[config.mk]
export PLATFORM = sky130hd
export DESIGN_NAME = spa_ram
export DESIGN_NICKNAME = d
export VERILOG_FILES = /design/src/assert_macros.svh /design/src/spa_ram.sv
export SDC_FILE = /design/constraint.sdc
export NUM_CORES = 1
export LEC_CHECK = 0
export BUFFER_PORTS_ARGS = -buffer_cell sky130_fd_sc_hd__buf_4
export CAP_MARGIN = 5
export CORE_MARGIN = 3
export CORE_UTILIZATION = 54
export CTS_CLUSTER_SIZE = 12
export DETAILED_ROUTE_END_ITERATION = 16
export GPL_ROUTABILITY_DRIVEN = 0
export GPL_TIMING_DRIVEN = 0
export MAX_ROUTING_LAYER = met4
export PLACE_DENSITY = 0.77
export SYNTH_ARGS = -nofsm -noshare
export SYNTH_HDL_FRONTEND = slang
export SYNTH_SLANG_ARGS = --single-unit
[constraint.sdc]
create_clock -name clk_i -period 1.8 [get_ports clk_i]
set_clock_uncertainty 0.1 [all_clocks]
set_input_delay 0.18 -clock clk_i [delete_from_list [all_inputs] [get_ports clk_i]]
set_output_delay 0.18 -clock clk_i [all_outputs]
set_load 0.03 [all_outputs]
[src/assert_macros.svh]
// assertion macros for the segment pool allocator
// expects clk_i and rst_ni in the scope of use
`ifndef ASSERT_MACROS_SVH
`define ASSERT_MACROS_SVH
`ifndef SYNTHESIS
`define SPA_ASSERT(lbl, prop) \
  lbl: assert property (@(posedge clk_i) disable iff (!rst_ni) prop) \
    else $error("segment pool allocator assertion failed");
`define SPA_NEVER(lbl, expr) \
  lbl: assert property (@(posedge clk_i) disable iff (!rst_ni) !(expr)) \
    else $error("segment pool allocator forbidden condition");
`else
`define SPA_ASSERT(lbl, prop)
`define SPA_NEVER(lbl, expr)
`endif
`endif

[src/spa_ram.sv]
// generic single write port ram with registered read
// no dependencies
`default_nettype none
module spa_ram #(
  parameter int WIDTH = 8,
  parameter int DEPTH = 16
) (
  input  wire                     clk_i,
  input  wire                     we_i,
  input  wire [$clog2(DEPTH)-1:0] waddr_i,
  input  wire [WIDTH-1:0]         wdata_i,
  input  wire [$clog2(DEPTH)-1:0] raddr_i,
  output logic [WIDTH-1:0]        rdata_o
);

  logic [WIDTH-1:0] mem [DEPTH];

  always_ff @(posedge clk_i) begin
    if (we_i) begin
      mem[waddr_i] <= wdata_i;
    end
    rdata_o <= mem[raddr_i];
  end

endmodule
`default_nettype wire

---- Word level (Yosys, flattened, before mapping) ----
Memories as Yosys holds them, arrays and structs flattened. A register that Yosys moved wholly into a read port is not among the register bits.
Index checks and enable logic that the tools add are counted.
operators by class
  multiplexer cells ....................... 2
operators with widths
  cell              number
  1-bit 2-to-1 mux  2
storage, ports and cells
  bits in registers ....................... 0
  memory bits (writable) .................. 128
  input bits .............................. 18
  output and inout bits ................... 8
  logic and storage cells ................. 3
  memories ................................ 1
memory list
  name  words  bits a word  rd ports  clocked after Yosys merged registers in  wr ports  line           text
  mem   16     8            1         1                                        1         spa_ram.sv:16  logic [WIDTH-1:0] mem [DEPTH];

---- Depth between registers and ports, before layout ----
  depth after elaboration ................. 2
  gate-level depth with buffers ........... 5

---- Worst setup path after synthesis ----
OpenSTA, ideal clock, no wires.
  path type ............................... input port to flip-flop
  from .................................... input waddr_i[2]
  to ...................................... memory mem[0][0] (enable)
  arrival ................................. 1.290 ns
  data required time ...................... 1.317 ns
  slack ................................... 0.027 ns
  stages on the path ...................... 2
  cells stage by stage .................... or3b_2 > nor3_1
RTL lines
  item             line           text
  start, declared  spa_ram.sv:10  input wire [$clog2(DEPTH)-1:0] waddr_i,
  end, declared    spa_ram.sv:16
Straight into the memory's write port.

---- Worst setup path in the final report ----
  from .................................... input waddr_i[2]
  to ...................................... memory mem[8][6] (enable)
Straight into the memory's write port.

==> results.cfg <==
[status]
status = complete, no violations

[logic_synthesis]
ys_ff_latch = 136
ys_seq_area_frac = 0.778
yosysUniqueCellTypes = 19
synthFlopType = edfxtp_1
syn_area_um2 = 5150
syn_nets = 247
async_flop_share = 0
ys.warnings.count = 0
syn_area_per_cell_um2 = 22.5
synth_edf_count = 128
netlist_instances = 229

[setup_path]
crit_start = waddr_i[2]
slowest_delay_ns = 1.05
worstSetupStartpointType = primary input
slowest_stage = nor3_1
path_cells = buf_4 -> nand3b_1 -> nor3_1
crit_required_ns = 1.82
end_kind = register
crit_path_max_fanout = 8
crit_arrival_ns = 1.59
path_class = in -> reg
r2r-start = mem[5][3]

[job]
maxCapViolations = 0

[layout]
area_growth_pct = 19.1
diodes = 0
seqCellArea_um2 = 4000
fin_nets = 298
final_util = 0.683
layout_commonest_cell = edfxtp_1
multi_input_area_um2 = 1060
final_layout_size_suffix_gt1_frac = 0.280
n_fill_cell = 547
final_cell_mix = edfxtp_1, buf_4, mux4_2

[floorplan]
die_h_um = 104
die_w_um = 104
initial_core_util = 0.573
die-area_um2 = 10700
rows = 34
top_level_ports = 26
core_um2 = 8980

[sta]
fin_tns_setup_ns = 0
tightest_slew_ns = 1.32
fin_crit_sh = 0.875
hold_violations = 0
min_period_ns = 1.57
max-slew-margin-rel = 0.111
rsz0062_at_grt = false
fmax_mhz = 635
slew_violations = 0
setup-violations-final = 0

[drt]
wire_per_inst_um = 23.3
vias_per_cell = 5.75
firstDrtPassIters = 5
drtAntennaViolNets = 0
drtIter0Drc = 349
drc = 0
drt_wl_total_mm = 9.76
num_vias = 2408

[clocking]
clock_path_buffers = 2
clk_latency_ns = 0.51
cts-root-buf = clkbuf_8
cts_tree = done
postCtsSetupRepairBufs = 0
cts.sinks = 136
cts_made_buffers = 17
cts.clk_slew.worst_paths_ns = 0.06
cts-htree-levels = 4

[global_routing]
antenna_found_initial = 0
grt_max_degree = 17
grt_pass1_vias = 2494
grt_pass1_wl_mm = 14.8
grt_overflow = 0
track_usage = 0.199

[power_and_ir_drop]
total_power_mw = 7.18
power.static_leakage_nw = 2.06
vdd_drop_max_mv = 0.893
p_per_area_nw_per_um2 = 1170

[placed_design]
dp_hpwl_mm = 5.97
io_buffers = 24

[worst_hold_path]
holdCritPathClass = in -> reg
hold_start = waddr_i[1]
## worst max-delay path: cells and delay by family
| family | cells | cell delay, ns |
|---|---|---|
| simple gates | 2 | 1.29 |
| buf+inv | 1 | 0.12 |
## metal layers
| metal | global-route usage | routed length (um) | share of wire | vias to the layer above |
|---|---|---|---|---|
| li1 | - | - | - | 1075 |
| met4 | 0.0674 | 144 | 0.015 | 0 |
| met5 | - | 0 | 0 | - |
| met2 | 0.300 | 4880 | 0.50 | 98 |
| met1 | 0.259 | 3940 | 0.40 | 1220 |
| met3 | 0.0678 | 803 | 0.082 | 15 |
## cell usage after synthesis, drive strengths merged (2+ instances only)
master	instances	area, um2
nor3	4	20.0
dfxtp	8	160
mux4	32	773
nand2b	2	12.5
nand2	9	33.8
nor2	13	48.8
nand3b	2	15.0
edfxtp	128	3840
a22oi	16	120
buf	7	56.3
clkdlybuf4s25	3	30.0
## through the flow
step / hold WS (ns) / setup WS [ns] / instances / instance area, um2
6_report: 0.0329 / 0.225 / 419 / 6130
5_1_grt: 0.0201 / 0.218 / 419 / 6130
4_1_cts: 0.0000679 / 0.262 / 419 / 6130
3_5_place_dp: 0.402 / -0.559 / 379 / 5490
3_3_place_gp: 0.392 / -0.505 / 379 / 5490
2_1_floorplan: 0.179 / 0.0271 / 229 / 5150
## where the power goes
| part | switching, mW | internal, mW |
|---|---|---|
| clock | 1.18 | 2.03 |
| combinational | 0.237 | 0.175 |
| sequential | 0.0184 | 3.54 |
| total | 1.43 | 5.75 |
## final cells by class
class | count | share of cell area
Clock inverter | 9 | 0.0167
Buffer | 10 | 0.0141
Clock buffer | 23 | 0.0745
Sequential cell | 136 | 0.653
Multi-Input combinational cell | 83 | 0.173
Tap cell | 126 | 0.0257
Timing Repair Buffer | 32 | 0.0425
## what timing repair did
item                                    in CTS  in global routing
hold buffers                                 8                  0
endpoints found under the setup margin       3                  0
resized for setup                            1                  0
hold endpoints to repair                   128                  0
## final timing paths
check / endpoint / slack, ns / cells past startpoint
setup / recovery: mem[8][6] / 0.23 / 3
hold / removal: mem[0][7] / 0.03 / 2
setup reg to reg: rdata_o[3] / 0.28 / 3
hold reg to reg: rdata_o[1] / 0.59 / 3
## flip-flops by register name, indices dropped and copies added, names as in the netlist
signal   count
mem        128
rdata_o      8
## kinds of logic after synthesis
kind of cell | Yosys count | synth area share
AND/OR/NAND/NOR | 35 | 0.0318
flip-flops | 136 | 0.778
AO/OA/AOI/OAI | 16 | 0.0233
multiplexers | 32 | 0.150
buffers and inverters | 10 | 0.0168
(Power assumes the default switching activity.)
