File: config.mk
export PLATFORM = sky130hd
export DESIGN_NAME = spa_engine
export DESIGN_NICKNAME = d
export VERILOG_FILES = /design/src/assert_macros.svh /design/src/spa_pkg.sv /design/src/spa_engine.sv
export SDC_FILE = /design/constraint.sdc
export NUM_CORES = 2
export LEC_CHECK = 0
export BUFFER_PORTS_ARGS = -buffer_cell sky130_fd_sc_hd__buf_2
export CORE_ASPECT_RATIO = 1.1
export CORE_MARGIN = 2
export CORE_UTILIZATION = 30
export CTS_CLUSTER_SIZE = 30
export DETAILED_ROUTE_END_ITERATION = 10
export GPL_ROUTABILITY_DRIVEN = 0
export PLACE_DENSITY = 0.51
export SKIP_LAST_GASP = 1
export SLEW_MARGIN = 20
export SYNTH_ARGS = -nofsm -noshare
export SYNTH_HDL_FRONTEND = slang
export SYNTH_SLANG_ARGS = --single-unit
File: constraint.sdc
create_clock -name clk_i -period 22.3 [get_ports clk_i]
set_input_delay 3.345 -clock clk_i [delete_from_list [all_inputs] [get_ports clk_i]]
set_output_delay 3.345 -clock clk_i [all_outputs]
set_load 0.005 [all_outputs]
File: src/assert_macros.svh
// assertion macros for the segment pool allocator
// expects clk_i and rst_ni in the scope of use
`ifndef ASSERT_MACROS_SVH
`define ASSERT_MACROS_SVH
`ifndef SYNTHESIS
`define SPA_ASSERT(lbl, prop) \
  lbl: assert property (@(posedge clk_i) disable iff (!rst_ni) prop) \
    else $error("segment pool allocator assertion failed");
`define SPA_NEVER(lbl, expr) \
  lbl: assert property (@(posedge clk_i) disable iff (!rst_ni) !(expr)) \
    else $error("segment pool allocator forbidden condition");
`else
`define SPA_ASSERT(lbl, prop)
`define SPA_NEVER(lbl, expr)
`endif
`endif

File: src/spa_pkg.sv
// types and codes of the segment pool allocator
// no dependencies
`default_nettype none
package spa_pkg;

  localparam int AW = 25;
  localparam int LW = 26;
  localparam int EW = 32;

  typedef enum logic [1:0] {
    CMD_ALLOC  = 2'd0,
    CMD_FREE   = 2'd1,
    CMD_RESIZE = 2'd2
  } cmd_e;

  typedef enum logic [1:0] {
    FIT_BEST  = 2'd0,
    FIT_WORST = 2'd1,
    FIT_FIRST = 2'd2
  } fit_e;

  typedef enum logic [2:0] {
    ST_OK      = 3'd0,
    ST_ZERO    = 3'd1,
    ST_NOFIT   = 3'd2,
    ST_NONODE  = 3'd3,
    ST_UNKNOWN = 3'd4,
    ST_ALREADY = 3'd5
  } status_e;

  typedef enum logic [4:0] {
    S_CLEAR,
    S_IDLE,
    S_FD_RD,
    S_FD_EV,
    S_FOUND,
    S_GR_EV,
    S_SH_EV,
    S_SH_NEW,
    S_CH_RD,
    S_CH_EV,
    S_CH_END,
    S_AL_GOT,
    S_AL_SPLIT,
    S_AL_WRC,
    S_AL_FIN,
    S_MV_RD,
    S_MV_EV,
    S_SP_RD,
    S_SP_EV,
    S_LK_RD,
    S_LK_WR,
    S_RL_BEGIN,
    S_RL_P,
    S_RL_N0,
    S_RL_N,
    S_WR_CR,
    S_FINISH
  } state_e;

  typedef struct packed {
    status_e         status;
    logic [AW-1:0]   result_address;
    logic            moved;
    logic [LW-1:0]   old_length;
    logic [LW-1:0]   free_bytes;
    logic [EW-1:0]   error_count;
  } result_t;

endpackage
`default_nettype wire

File: src/spa_engine.sv
// command sequencer: list walks, fit search, split, merge and resize
// depends on spa_pkg, drives the node ram
`default_nettype none
module spa_engine #(
  parameter int NODE_COUNT = 1024,
  parameter longint unsigned POOL_BYTES = 33554432
) (
  input  wire                          clk_i,
  input  wire                          rst_ni,
  input  wire                          start,
  output logic                         busy,
  input  wire [1:0]                    command_i,
  input  wire [spa_pkg::AW-1:0]        block_address_i,
  input  wire [spa_pkg::LW-1:0]        request_size_i,
  input  wire [1:0]                    fit_mode_i,
  output logic                         ram_we_o,
  output logic [$clog2(NODE_COUNT)-1:0] ram_waddr_o,
  output logic [spa_pkg::AW+spa_pkg::LW+2+2*$clog2(NODE_COUNT)-1:0] ram_wdata_o,
  output logic [$clog2(NODE_COUNT)-1:0] ram_raddr_o,
  input  wire [spa_pkg::AW+spa_pkg::LW+2+2*$clog2(NODE_COUNT)-1:0] ram_rdata_i,
  output logic                         done_o,
  output spa_pkg::result_t             result_o
);
  import spa_pkg::*;

  localparam int IW = $clog2(NODE_COUNT);
  localparam logic [IW-1:0] LAST = IW'(NODE_COUNT - 1);

  typedef struct packed {
    logic [AW-1:0] start;
    logic [LW-1:0] len;
    logic          is_free;
    logic          in_use;
    logic [IW-1:0] prev;
    logic [IW-1:0] nxt;
  } node_t;

  state_e state_q, state_d, al_ret_q, al_ret_d, sp_ret_q, sp_ret_d, lk_ret_q, lk_ret_d;
  logic [1:0]    cmd_q, cmd_d;
  logic [AW-1:0] addr_q, addr_d;
  logic [LW-1:0] size_q, size_d;
  logic [IW-1:0] head_q, head_d, tail_q, tail_d;
  logic [LW-1:0] free_q, free_d;
  logic [EW-1:0] reject_q, reject_d;
  logic [IW-1:0] cur_q, cur_d, cnt_q, cnt_d;
  logic          pv_q, pv_d;
  logic [IW-1:0] pidx_q, pidx_d;
  node_t         prec_q, prec_d;
  logic [IW-1:0] ci_q, ci_d;
  node_t         cr_q, cr_d;
  logic [IW-1:0] sp_idx_q, sp_idx_d;
  logic [IW-1:0] lk_idx_q, lk_idx_d, lk_val_q, lk_val_d;
  logic          lk_next_q, lk_next_d;
  status_e       status_q, status_d;
  logic [AW-1:0] res_addr_q, res_addr_d;
  logic          moved_q, moved_d;
  logic [LW-1:0] old_len_q, old_len_d;
  logic [IW-1:0] clr_idx_q, clr_idx_d;
  logic          done_q, done_d;
  result_t       out_q, out_d;

  node_t         rd, nw;
  logic [LW-1:0] grow_g, shrink_d;
  logic          take, first_hit, walk_end;

  assign rd       = node_t'(ram_rdata_i);
  assign grow_g   = size_q - cr_q.len;
  assign shrink_d = cr_q.len - size_q;
  assign walk_end = (cur_q == head_q) || (cnt_q == LAST);

  always_comb begin
    first_hit = 1'b0;
    if (fit_mode_i == FIT_WORST) begin
      take = rd.is_free && (!pv_q || rd.len > prec_q.len);
    end else if (fit_mode_i == FIT_FIRST) begin
      take      = 1'b0;
      first_hit = rd.is_free && rd.len >= size_q;
    end else begin
      take = rd.is_free && rd.len >= size_q && (!pv_q || rd.len < prec_q.len);
    end
  end

  always_comb begin
    state_d = state_q; al_ret_d = al_ret_q; sp_ret_d = sp_ret_q; lk_ret_d = lk_ret_q;
    cmd_d = cmd_q; addr_d = addr_q; size_d = size_q;
    head_d = head_q; tail_d = tail_q; free_d = free_q; reject_d = reject_q;
    cur_d = cur_q; cnt_d = cnt_q; pv_d = pv_q; pidx_d = pidx_q; prec_d = prec_q;
    ci_d = ci_q; cr_d = cr_q; sp_idx_d = sp_idx_q;
    lk_idx_d = lk_idx_q; lk_val_d = lk_val_q; lk_next_d = lk_next_q;
    status_d = status_q; res_addr_d = res_addr_q; moved_d = moved_q; old_len_d = old_len_q;
    clr_idx_d = clr_idx_q;
    done_d = 1'b0;
    out_d = out_q;
    ram_we_o = 1'b0;
    ram_waddr_o = ci_q;
    ram_raddr_o = cur_q;
    nw = cr_q;

    unique case (state_q)
      S_CLEAR: begin
        ram_we_o = 1'b1;
        ram_waddr_o = clr_idx_q;
        nw = '0;
        if (clr_idx_q == '0) begin
          nw.len = LW'(POOL_BYTES);
          nw.is_free = 1'b1;
          nw.in_use = 1'b1;
        end
        clr_idx_d = clr_idx_q + 1'b1;
        if (clr_idx_q == LAST) begin
          state_d = S_IDLE;
        end
      end
      S_IDLE: begin
        if (start) begin
          cmd_d = command_i;
          addr_d = block_address_i;
          size_d = request_size_i;
          status_d = ST_OK;
          res_addr_d = '0;
          moved_d = 1'b0;
          old_len_d = '0;
          cur_d = tail_q;
          cnt_d = '0;
          pv_d = 1'b0;
          unique case (command_i)
            CMD_ALLOC: begin
              al_ret_d = S_FINISH;
              if (request_size_i == '0) begin
                status_d = ST_ZERO;
                state_d = S_FINISH;
              end else begin
                state_d = S_CH_RD;
              end
            end
            CMD_FREE, CMD_RESIZE: state_d = S_FD_RD;
            default: state_d = S_FINISH;
          endcase
        end
      end
      S_FD_RD: state_d = S_FD_EV;
      S_FD_EV: begin
        if (rd.start == addr_q) begin
          ci_d = cur_q;
          cr_d = rd;
          state_d = S_FOUND;
        end else if (walk_end) begin
          status_d = ST_UNKNOWN;
          state_d = S_FINISH;
        end else begin
          cur_d = rd.prev;
          cnt_d = cnt_q + 1'b1;
          state_d = S_FD_RD;
        end
      end
      S_FOUND: begin
        ram_raddr_o = cr_q.nxt;
        cur_d = tail_q;
        cnt_d = '0;
        pv_d = 1'b0;
        sp_idx_d = '0;
        if (cr_q.is_free) begin
          status_d = ST_ALREADY;
          state_d = S_FINISH;
        end else if (cmd_q == CMD_FREE || size_q == '0) begin
          state_d = S_RL_BEGIN;
        end else if (size_q > cr_q.len) begin
          al_ret_d = S_MV_RD;
          state_d = (ci_q != tail_q) ? S_GR_EV : S_CH_RD;
        end else if (size_q < cr_q.len) begin
          sp_ret_d = S_SH_NEW;
          state_d = (ci_q != tail_q) ? S_SH_EV : S_SP_RD;
        end else begin
          res_addr_d = cr_q.start;
          state_d = S_FINISH;
        end
      end
      S_GR_EV: begin
        if (rd.is_free && rd.len >= grow_g) begin
          free_d = free_q - grow_g;
          res_addr_d = cr_q.start;
          cr_d.len = size_q;
          nw = rd;
          nw.start = rd.start + AW'(grow_g);
          nw.len = rd.len - grow_g;
          ram_we_o = 1'b1;
          ram_waddr_o = cr_q.nxt;
          state_d = S_WR_CR;
          if (nw.len == '0) begin
            nw.in_use = 1'b0;
            nw.is_free = 1'b0;
            cr_d.nxt = rd.nxt;
            if (cr_q.nxt == tail_q) begin
              tail_d = ci_q;
            end else begin
              lk_idx_d = rd.nxt;
              lk_val_d = ci_q;
              lk_next_d = 1'b0;
              lk_ret_d = S_WR_CR;
              state_d = S_LK_RD;
            end
          end
        end else begin
          state_d = S_CH_RD;
        end
      end
      S_SH_EV: begin
        if (rd.is_free) begin
          nw = rd;
          nw.start = rd.start - AW'(shrink_d);
          nw.len = rd.len + shrink_d;
          ram_we_o = 1'b1;
          ram_waddr_o = cr_q.nxt;
          cr_d.len = size_q;
          free_d = free_q + shrink_d;
          res_addr_d = cr_q.start;
          state_d = S_WR_CR;
        end else begin
          state_d = S_SP_RD;
        end
      end
      S_SH_NEW: begin
        nw.start = cr_q.start + AW'(size_q);
        nw.len = shrink_d;
        nw.is_free = 1'b1;
        nw.in_use = 1'b1;
        nw.prev = ci_q;
        nw.nxt = cr_q.nxt;
        ram_we_o = 1'b1;
        ram_waddr_o = sp_idx_q;
        cr_d.nxt = sp_idx_q;
        cr_d.len = size_q;
        free_d = free_q + shrink_d;
        res_addr_d = cr_q.start;
        state_d = S_WR_CR;
        if (ci_q != tail_q) begin
          lk_idx_d = cr_q.nxt;
          lk_val_d = sp_idx_q;
          lk_next_d = 1'b0;
          lk_ret_d = S_WR_CR;
          state_d = S_LK_RD;
        end else begin
          tail_d = sp_idx_q;
        end
      end
      S_CH_RD: state_d = S_CH_EV;
      S_CH_EV: begin
        if (first_hit) begin
          pidx_d = cur_q;
          prec_d = rd;
          pv_d = 1'b1;
          state_d = S_AL_GOT;
        end else begin
          if (take) begin
            pidx_d = cur_q;
            prec_d = rd;
            pv_d = 1'b1;
          end
          if (walk_end) begin
            state_d = S_CH_END;
          end else begin
            cur_d = rd.prev;
            cnt_d = cnt_q + 1'b1;
            state_d = S_CH_RD;
          end
        end
      end
      S_CH_END: begin
        if (pv_q && prec_q.len >= size_q) begin
          state_d = S_AL_GOT;
        end else begin
          status_d = ST_NOFIT;
          state_d = S_FINISH;
        end
      end
      S_AL_GOT: begin
        sp_idx_d = '0;
        if (prec_q.len == size_q) begin
          nw = prec_q;
          nw.is_free = 1'b0;
          ram_we_o = 1'b1;
          ram_waddr_o = pidx_q;
          state_d = S_AL_FIN;
        end else begin
          sp_ret_d = S_AL_SPLIT;
          state_d = S_SP_RD;
        end
      end
      S_AL_SPLIT: begin
        nw.start = prec_q.start;
        nw.len = size_q;
        nw.is_free = 1'b0;
        nw.in_use = 1'b1;
        nw.prev = prec_q.prev;
        nw.nxt = pidx_q;
        ram_we_o = 1'b1;
        ram_waddr_o = sp_idx_q;
        state_d = S_AL_WRC;
      end
      S_AL_WRC: begin
        nw = prec_q;
        nw.start = prec_q.start + AW'(size_q);
        nw.len = prec_q.len - size_q;
        nw.prev = sp_idx_q;
        ram_we_o = 1'b1;
        ram_waddr_o = pidx_q;
        if (pidx_q == head_q) begin
          head_d = sp_idx_q;
          state_d = S_AL_FIN;
        end else begin
          lk_idx_d = prec_q.prev;
          lk_val_d = sp_idx_q;
          lk_next_d = 1'b1;
          lk_ret_d = S_AL_FIN;
          state_d = S_LK_RD;
        end
      end
      S_AL_FIN: begin
        free_d = free_q - size_q;
        res_addr_d = prec_q.start;
        state_d = al_ret_q;
      end
      S_MV_RD: begin
        ram_raddr_o = ci_q;
        moved_d = 1'b1;
        old_len_d = cr_q.len;
        state_d = S_MV_EV;
      end
      S_MV_EV: begin
        cr_d = rd;
        state_d = S_RL_BEGIN;
      end
      S_SP_RD: begin
        ram_raddr_o = sp_idx_q;
        state_d = S_SP_EV;
      end
      S_SP_EV: begin
        if (!rd.in_use) begin
          state_d = sp_ret_q;
        end else if (sp_idx_q == LAST) begin
          status_d = ST_NONODE;
          state_d = S_FINISH;
        end else begin
          sp_idx_d = sp_idx_q + 1'b1;
          state_d = S_SP_RD;
        end
      end
      S_LK_RD: begin
        ram_raddr_o = lk_idx_q;
        state_d = S_LK_WR;
      end
      S_LK_WR: begin
        nw = rd;
        if (lk_next_q) begin
          nw.nxt = lk_val_q;
        end else begin
          nw.prev = lk_val_q;
        end
        ram_we_o = 1'b1;
        ram_waddr_o = lk_idx_q;
        state_d = lk_ret_q;
      end
      S_RL_BEGIN: begin
        ram_raddr_o = cr_q.prev;
        free_d = free_q + cr_q.len;
        cr_d.is_free = 1'b1;
        state_d = (ci_q != head_q) ? S_RL_P : S_RL_N0;
      end
      S_RL_P: begin
        state_d = S_RL_N0;
        if (rd.is_free) begin
          nw = cr_q;
          nw.in_use = 1'b0;
          nw.is_free = 1'b0;
          ram_we_o = 1'b1;
          ram_waddr_o = ci_q;
          cr_d = rd;
          cr_d.len = rd.len + cr_q.len;
          cr_d.nxt = cr_q.nxt;
          ci_d = cr_q.prev;
          if (ci_q == tail_q) begin
            tail_d = cr_q.prev;
          end else begin
            lk_idx_d = cr_q.nxt;
            lk_val_d = cr_q.prev;
            lk_next_d = 1'b0;
            lk_ret_d = S_RL_N0;
            state_d = S_LK_RD;
          end
        end
      end
      S_RL_N0: begin
        ram_raddr_o = cr_q.nxt;
        state_d = (ci_q != tail_q) ? S_RL_N : S_WR_CR;
      end
      S_RL_N: begin
        state_d = S_WR_CR;
        if (rd.is_free) begin
          cr_d.len = cr_q.len + rd.len;
          cr_d.nxt = rd.nxt;
          nw = rd;
          nw.in_use = 1'b0;
          nw.is_free = 1'b0;
          ram_we_o = 1'b1;
          ram_waddr_o = cr_q.nxt;
          if (cr_q.nxt == tail_q) begin
            tail_d = ci_q;
          end else begin
            lk_idx_d = rd.nxt;
            lk_val_d = ci_q;
            lk_next_d = 1'b0;
            lk_ret_d = S_WR_CR;
            state_d = S_LK_RD;
          end
        end
      end
      S_WR_CR: begin
        ram_we_o = 1'b1;
        ram_waddr_o = ci_q;
        state_d = S_FINISH;
      end
      S_FINISH: begin
        done_d = 1'b1;
        out_d.status = status_q;
        out_d.result_address = res_addr_q;
        out_d.moved = moved_q;
        out_d.old_length = old_len_q;
        if (status_q != ST_OK) begin
          out_d.result_address = '0;
          out_d.moved = 1'b0;
          out_d.old_length = '0;
          if (reject_q != '1) begin
            reject_d = reject_q + 1'b1;
          end
        end
        out_d.free_bytes = free_q;
        out_d.error_count = reject_d;
        state_d = S_IDLE;
      end
      default: state_d = S_IDLE;
    endcase
  end

  assign ram_wdata_o = nw;

  always_ff @(posedge clk_i or negedge rst_ni) begin
    if (!rst_ni) begin
      state_q <= S_CLEAR;
      clr_idx_q <= '0;
      head_q <= '0;
      tail_q <= '0;
      free_q <= LW'(POOL_BYTES);
      reject_q <= '0;
      done_q <= 1'b0;
      out_q <= '0;
    end else begin
      state_q <= state_d;
      clr_idx_q <= clr_idx_d;
      head_q <= head_d;
      tail_q <= tail_d;
      free_q <= free_d;
      reject_q <= reject_d;
      done_q <= done_d;
      out_q <= out_d;
    end
  end

  always_ff @(posedge clk_i) begin
    al_ret_q <= al_ret_d;
    sp_ret_q <= sp_ret_d;
    lk_ret_q <= lk_ret_d;
    cmd_q <= cmd_d;
    addr_q <= addr_d;
    size_q <= size_d;
    cur_q <= cur_d;
    cnt_q <= cnt_d;
    pv_q <= pv_d;
    pidx_q <= pidx_d;
    prec_q <= prec_d;
    ci_q <= ci_d;
    cr_q <= cr_d;
    sp_idx_q <= sp_idx_d;
    lk_idx_q <= lk_idx_d;
    lk_val_q <= lk_val_d;
    lk_next_q <= lk_next_d;
    status_q <= status_d;
    res_addr_q <= res_addr_d;
    moved_q <= moved_d;
    old_len_q <= old_len_d;
  end

  assign busy = (state_q != S_IDLE);
  assign done_o = done_q;
  assign result_o = out_q;

endmodule
`default_nettype wire

# Word level (Yosys, flattened, before mapping)

Cells that the tools add are included.

Equality and inequality tests: 74
Reductions and logical operators: 62
Bitwise operators: 1
Magnitude comparators: 7
Mux-type cells: 172
Add/subtract/negate cells: 18

Operators by type and width:

| kind               | number |
|---|---|
| $pmux 73 s10       | 1 |
| $mux 73            | 8 |
| $mux 10            | 45 |
| $pmux 26 s7        | 1 |
| $mux 25            | 7 |
| $mux 5             | 34 |
| $mux 26            | 6 |
| $sub 26x26->26     | 6 |
| $pmux 10 s5        | 3 |
| $pmux 25 s6        | 1 |
| $pmux 26 s5        | 1 |
| $pmux 5 s26        | 1 |
| $pmux 10 s4        | 3 |
| $add 26x26->26     | 4 |
| $ge 26x26->1       | 3 |
| $logic_not 26->1   | 3 |
| $add 25x25->25     | 3 |
| $pmux 25 s3        | 1 |
| $pmux 10 s7        | 1 |
| $pmux 10 s6        | 1 |
| $ne 2x2->1 const B | 29 |
| $eq 5x5->1 const B | 11 |
| $gt 26x26->1       | 2 |
| $lt 26x26->1       | 2 |
| 56 further kinds   | 157 |

Bits in registers: 516
Input bits: 131
Word-level logic and storage cells: 377
Output and inout port bits: 209

# Logic depth before layout (Yosys ltp)

Depth after elaboration: 8
Gate-level depth with buffers: 28
Mapped depth without buffers: 28

# Worst setup path after synthesis

Ideal clock, no wire load.

Kind: input port to output port
Start point: input port ram_rdata_i[22] (netlist bit)
End point: output port ram_wdata_o[39] (netlist bit)
Buffers on the path: 2
Slack: 11.725 ns
Data arrival time: 7.230 ns
Stages on the path: 19
Required time: 18.955 ns
Path through: inv_1 > ha_1 > inv_1 > fa_1 > a211o_1 > o211ai_1 > a21oi_1 > o31ai_1 > o221ai_1 > a41oi_2 > a31oi_1 > o211ai_1 > nand2_1 > o21a_1 > o21ai_1 > clkbuf_1 > clkbuf_1 > o21ai_0 > a2bb2oi_1

Cells in the longest elaborated chain, start to end: 4
Elaborated cells between the ends (all ways): 7
Those cells by class: add/sub: 2; order compare: 1; mux: 3; reduce/logical: 1

RTL lines:

| item               | line              | RTL |
|---|---|---|
| start: declaration | spa_engine.sv:20  | `input wire [spa_pkg::AW+spa_pkg::LW+2+2*$clog2(NODE_COUNT)-1:0] ram_rdata_i,` |
| $ge 26x26->1       | spa_engine.sv:179 | `if (rd.is_free && rd.len >= grow_g) begin` |
| $logic_and 1x1->1  | spa_engine.sv:179 |  |
| $mux 73            | spa_engine.sv:179 |  |
| $pmux 73 s10 (*)   | spa_engine.sv:99  | `unique case (state_q)` |
| end: declaration   | spa_engine.sv:18  | `output logic [spa_pkg::AW+spa_pkg::LW+2+2*$clog2(NODE_COUNT)-1:0] ram_wdata_o,` |

Mark *: on every way between the ends. The rest lies on a longest branch, timed or not.

# Worst setup path in the final report

Start point: input port ram_rdata_i[22] (netlist bit)
End point: output port ram_wdata_o[68] (netlist bit)

Cells in the longest elaborated chain, start to end: 4

RTL lines:

| item              | line |
|---|---|
| $ge 26x26->1      | spa_engine.sv:179 |
| $logic_and 1x1->1 | spa_engine.sv:179 |
| $mux 73           | spa_engine.sv:179 |
| $pmux 73 s10      | spa_engine.sv:99 |

Every way passes these cells.

==> flow_metrics.env <==
export IMPL_hp_class="flop to flop"
export IMPL_start_util_pct=30.2
export IMPL_critical_path_class="input port to output port"
export IMPL_via_count=42100
export IMPL_regArea_um2=14400
export IMPL_core_um2=138000
export IMPL_synth_most_common_cell="nand2_1"
export IMPL_drv_slew=0
export IMPL_ios=340
export IMPL_crit_path_start_kind="input port"
export IMPL_design_die_area_um2=142000
export IMPL_path_cells="buf_2 -> inv_1 -> ha_1 -> inv_1 -> fa_1 -> a211o_1 -> o211ai_1 -> a21oi_1 -> o31ai_1 -> o221ai_1 -> a41oi_2 -> a31oi_1 -> o211ai_1 -> nand2_1 -> o21a_1 -> o21a_1 -> buf_4 -> o21ai_0 -> a21oi_1 -> o21ai_0 -> buf_2"
export IMPL_p_per_area_nw_per_um2=172
export IMPL_fin_ws_ns=10.27
export IMPL_clockBufferDepth=3
export IMPL_fin_hold_ws_ns=0.457
export IMPL_cts_sinks=508
export IMPL_cts_tree="yes"
export IMPL_rows=143
export IMPL_cts_resized=0
export IMPL_status="finished, final reports clean"
export IMPL_post_dp_hpwl_um=157000
export IMPL_multiInputGateArea_um2=25900
export IMPL_wl_um=206000
export IMPL_critPathMaxFanout=20
export IMPL_maxCapViolCount=0
export IMPL_skew_ns=0.0353
export IMPL_grt_max_degree=81
export IMPL_p_leak_nw=20.5
export IMPL_io_buffer_count=339
export IMPL_nNetsFinal=5501
export IMPL_wl_per_cell_um=29.7
export IMPL_area_growth_pct=15.1
export IMPL_maxSlewHeadroom_pct=22.9
export IMPL_cts_setup_buffers=0
export IMPL_holdCritStartpoint="result_o[80]"
export IMPL_cts_hold_buf=0
export IMPL_p_sw_share_pct=52.7
export IMPL_yosys_warnings=0
export IMPL_clkLatencyLatePin_ns=0.68
export IMPL_htreeDepth=3
export IMPL_required_ns=18.95
export IMPL_critPathSlowestCell="o21ai_0"
export IMPL_hold_violations=0
export IMPL_grt_pass1_vias=39500
export IMPL_critical_path_max_stage_delay_ns=0.79
export IMPL_synth_area_per_cell_um2=8.74
export IMPL_first_iter_violations=5963
export IMPL_synth_edf_count=333
export IMPL_ys_seq_elements=508
export IMPL_overflow=0
export IMPL_setup_worst_path_start="ram_rdata_i[22]"
export IMPL_post_place_ws_ns=10.39
export IMPL_grtUsageTotal_pct=27.9
export IMPL_final_layout_size_suffix_gt1_share_pct=13.4
export IMPL_nFillCells=14300
export IMPL_power_frac_seq_pct=18.2
export IMPL_synthesis_nets=5223
export IMPL_setup_viol=0
export IMPL_ys_async_sr_fraction_pct=34.4
export IMPL_power_frac_comb_pct=68.1
export IMPL_p_int_mw=3.91
export IMPL_netlist_instances=4784
export IMPL_arrival_ns=8.68
export IMPL_placed_cells_incl_taps=6806
export IMPL_switching_power_mw=4.35
export IMPL_endpoint_kind="output port"
export IMPL_dieHeight_um=396
export IMPL_final_cells=6937
export IMPL_synth_top_area_share_pct=23.9
export IMPL_setup_tns_ns=0
export IMPL_grt_pass1_wl_um=291000
export IMPL_cts_root_buf="clkbuf_16"
export IMPL_drc=0
export IMPL_tightest_slew_ns=1.16
export IMPL_synth_cell_area_um2=41800
export IMPL_numCtsBuffers=66
export IMPL_clk_pin_slew_ns=0.06
export IMPL_max_freq_mhz=83.2
export IMPL_period_share_pct=53.9
export IMPL_die_x_um=360
export IMPL_r2r_start="size_q[2]"
export IMPL_vdd_drop_max_mv=0.0719
export IMPL_yosysSeqAreaShare_pct=34.4
export IMPL_period_needed_ns=12.03
export IMPL_drt_antenna_violating_nets=0
export IMPL_first_pass_iters=8
export IMPL_clock_power_share_pct=13.7
export IMPL_synth_common_cells="nand2_1 (650), edfxtp_1 (333), nor2_1 (311)"
export IMPL_synthFlopType="edfxtp_1"
export IMPL_yosysTopAreaCell="edfxtp_1"
export IMPL_yosysUniqueCellTypes=97
export IMPL_antenna_found_initial=34
export IMPL_ys_top_cells_by_area="edfxtp_1 (24%), dfrtp_1 (10%), ha_1 (8.9%)"
export IMPL_viasPerCell=6.07
export IMPL_rsz0062_at_grt="false"
## worst max-delay path, delay by kind of cell
family | cells | cell delay (ns)
AOI/OAI and AO/OA | 13 | 3.74
buffers and inverters | 5 | 0.78
adders and majority gates | 2 | 0.61
and+or+nand+nor | 1 | 0.18
## layout by cell type, fill, tap and decap left out, types with 134 or more instances in the layout
cell,count
nand2_1,650
ha_1,298
buf_2,337
inv_1,215
o21ai_0,268
nand3_1,169
xnor2_1,237
dfrtp_1,174
xor2_1,141
edfxtp_1,333
nor3_1,134
nor2_1,296
a21oi_1,288
## sequential cells by signal, summed over array words and instances, names as in the netlist, 25 cells and up
| register | flops |
|---|---|
| old_len_q | 26 |
| addr_q | 25 |
| free_q | 26 |
| size_q | 26 |
| cr_q | 73 |
| res_addr_q | 25 |
| prec_q | 73 |
| result_o | 113 |
## area by class of cell
class | count | share of cell area [%]
timing repair buffer | 450 | 5.28
inverter | 224 | 1.75
clock buffer | 86 | 3.74
tap | 1812 | 4.71
sequential | 508 | 29.9
clock inverter | 33 | 0.855
multi-input combinational | 3812 | 53.7
antenna | 12 | 0.0624
## kinds of logic (layout without fill, tap and decap cells)
logic type               count (synthesis)  in the layout  share of synthesized area [%]
multiplexers                           107            107                           2.72
AO/OA/AOI/OAI                         1370           1370                           22.9
XOR/XNOR                               379            379                           7.98
adder cells (fa/ha/maj)                319            319                           9.67
flip-flops                             508            508                           34.4
buffers and inverters                  464            793                           4.26
AND/OR/NAND/NOR                       1637           1637                           18.1
other                                    0             12                              0
## path summary, 6_finish.rpt
path | endpoint | slack [ns] | depth (start not counted)
max | ram_wdata_o[68] | 10.27 | 21
min | result_o[80] | 0.46 | 2
min in group asynchronous | result_o[14] | 2.68 | 1
max in group asynchronous | clr_idx_q[7] | 18.27 | 2
min reg2reg | result_o[80] | 0.46 | 2
max reg2reg | lk_val_q[2] | 14.39 | 22
## metal layers
layer | wire length (µm) | GRT usage [%]
met3 | 22800 | 6.86
met2 | 86000 | 41.2
met5 | 363 | 0
met4 | 16500 | 19.7
met1 | 80600 | 35.7
## metrics by stage
stage          util (%)  total power, mW  cell area (µm²)
5_1_grt            34.8             8.73            48100
3_3_place_gp       33.2             6.92            45900
3_5_place_dp       33.2             6.95            45900
4_1_cts            34.8             8.12            48100
2_1_floorplan         -             5.01            41800
6_report           34.8             8.27            48100
## power by group through the flow
stage	Combinational [mW]	Sequential, mW	Clock, mW
finish	5.63	1.50	1.13
global route	6.02	1.52	1.19
CTS	5.47	1.50	1.16
detailed placement	5.44	1.51	0
global placement	5.41	1.51	0
floorplan	3.63	1.39	0
(Power assumes the default switching activity.)
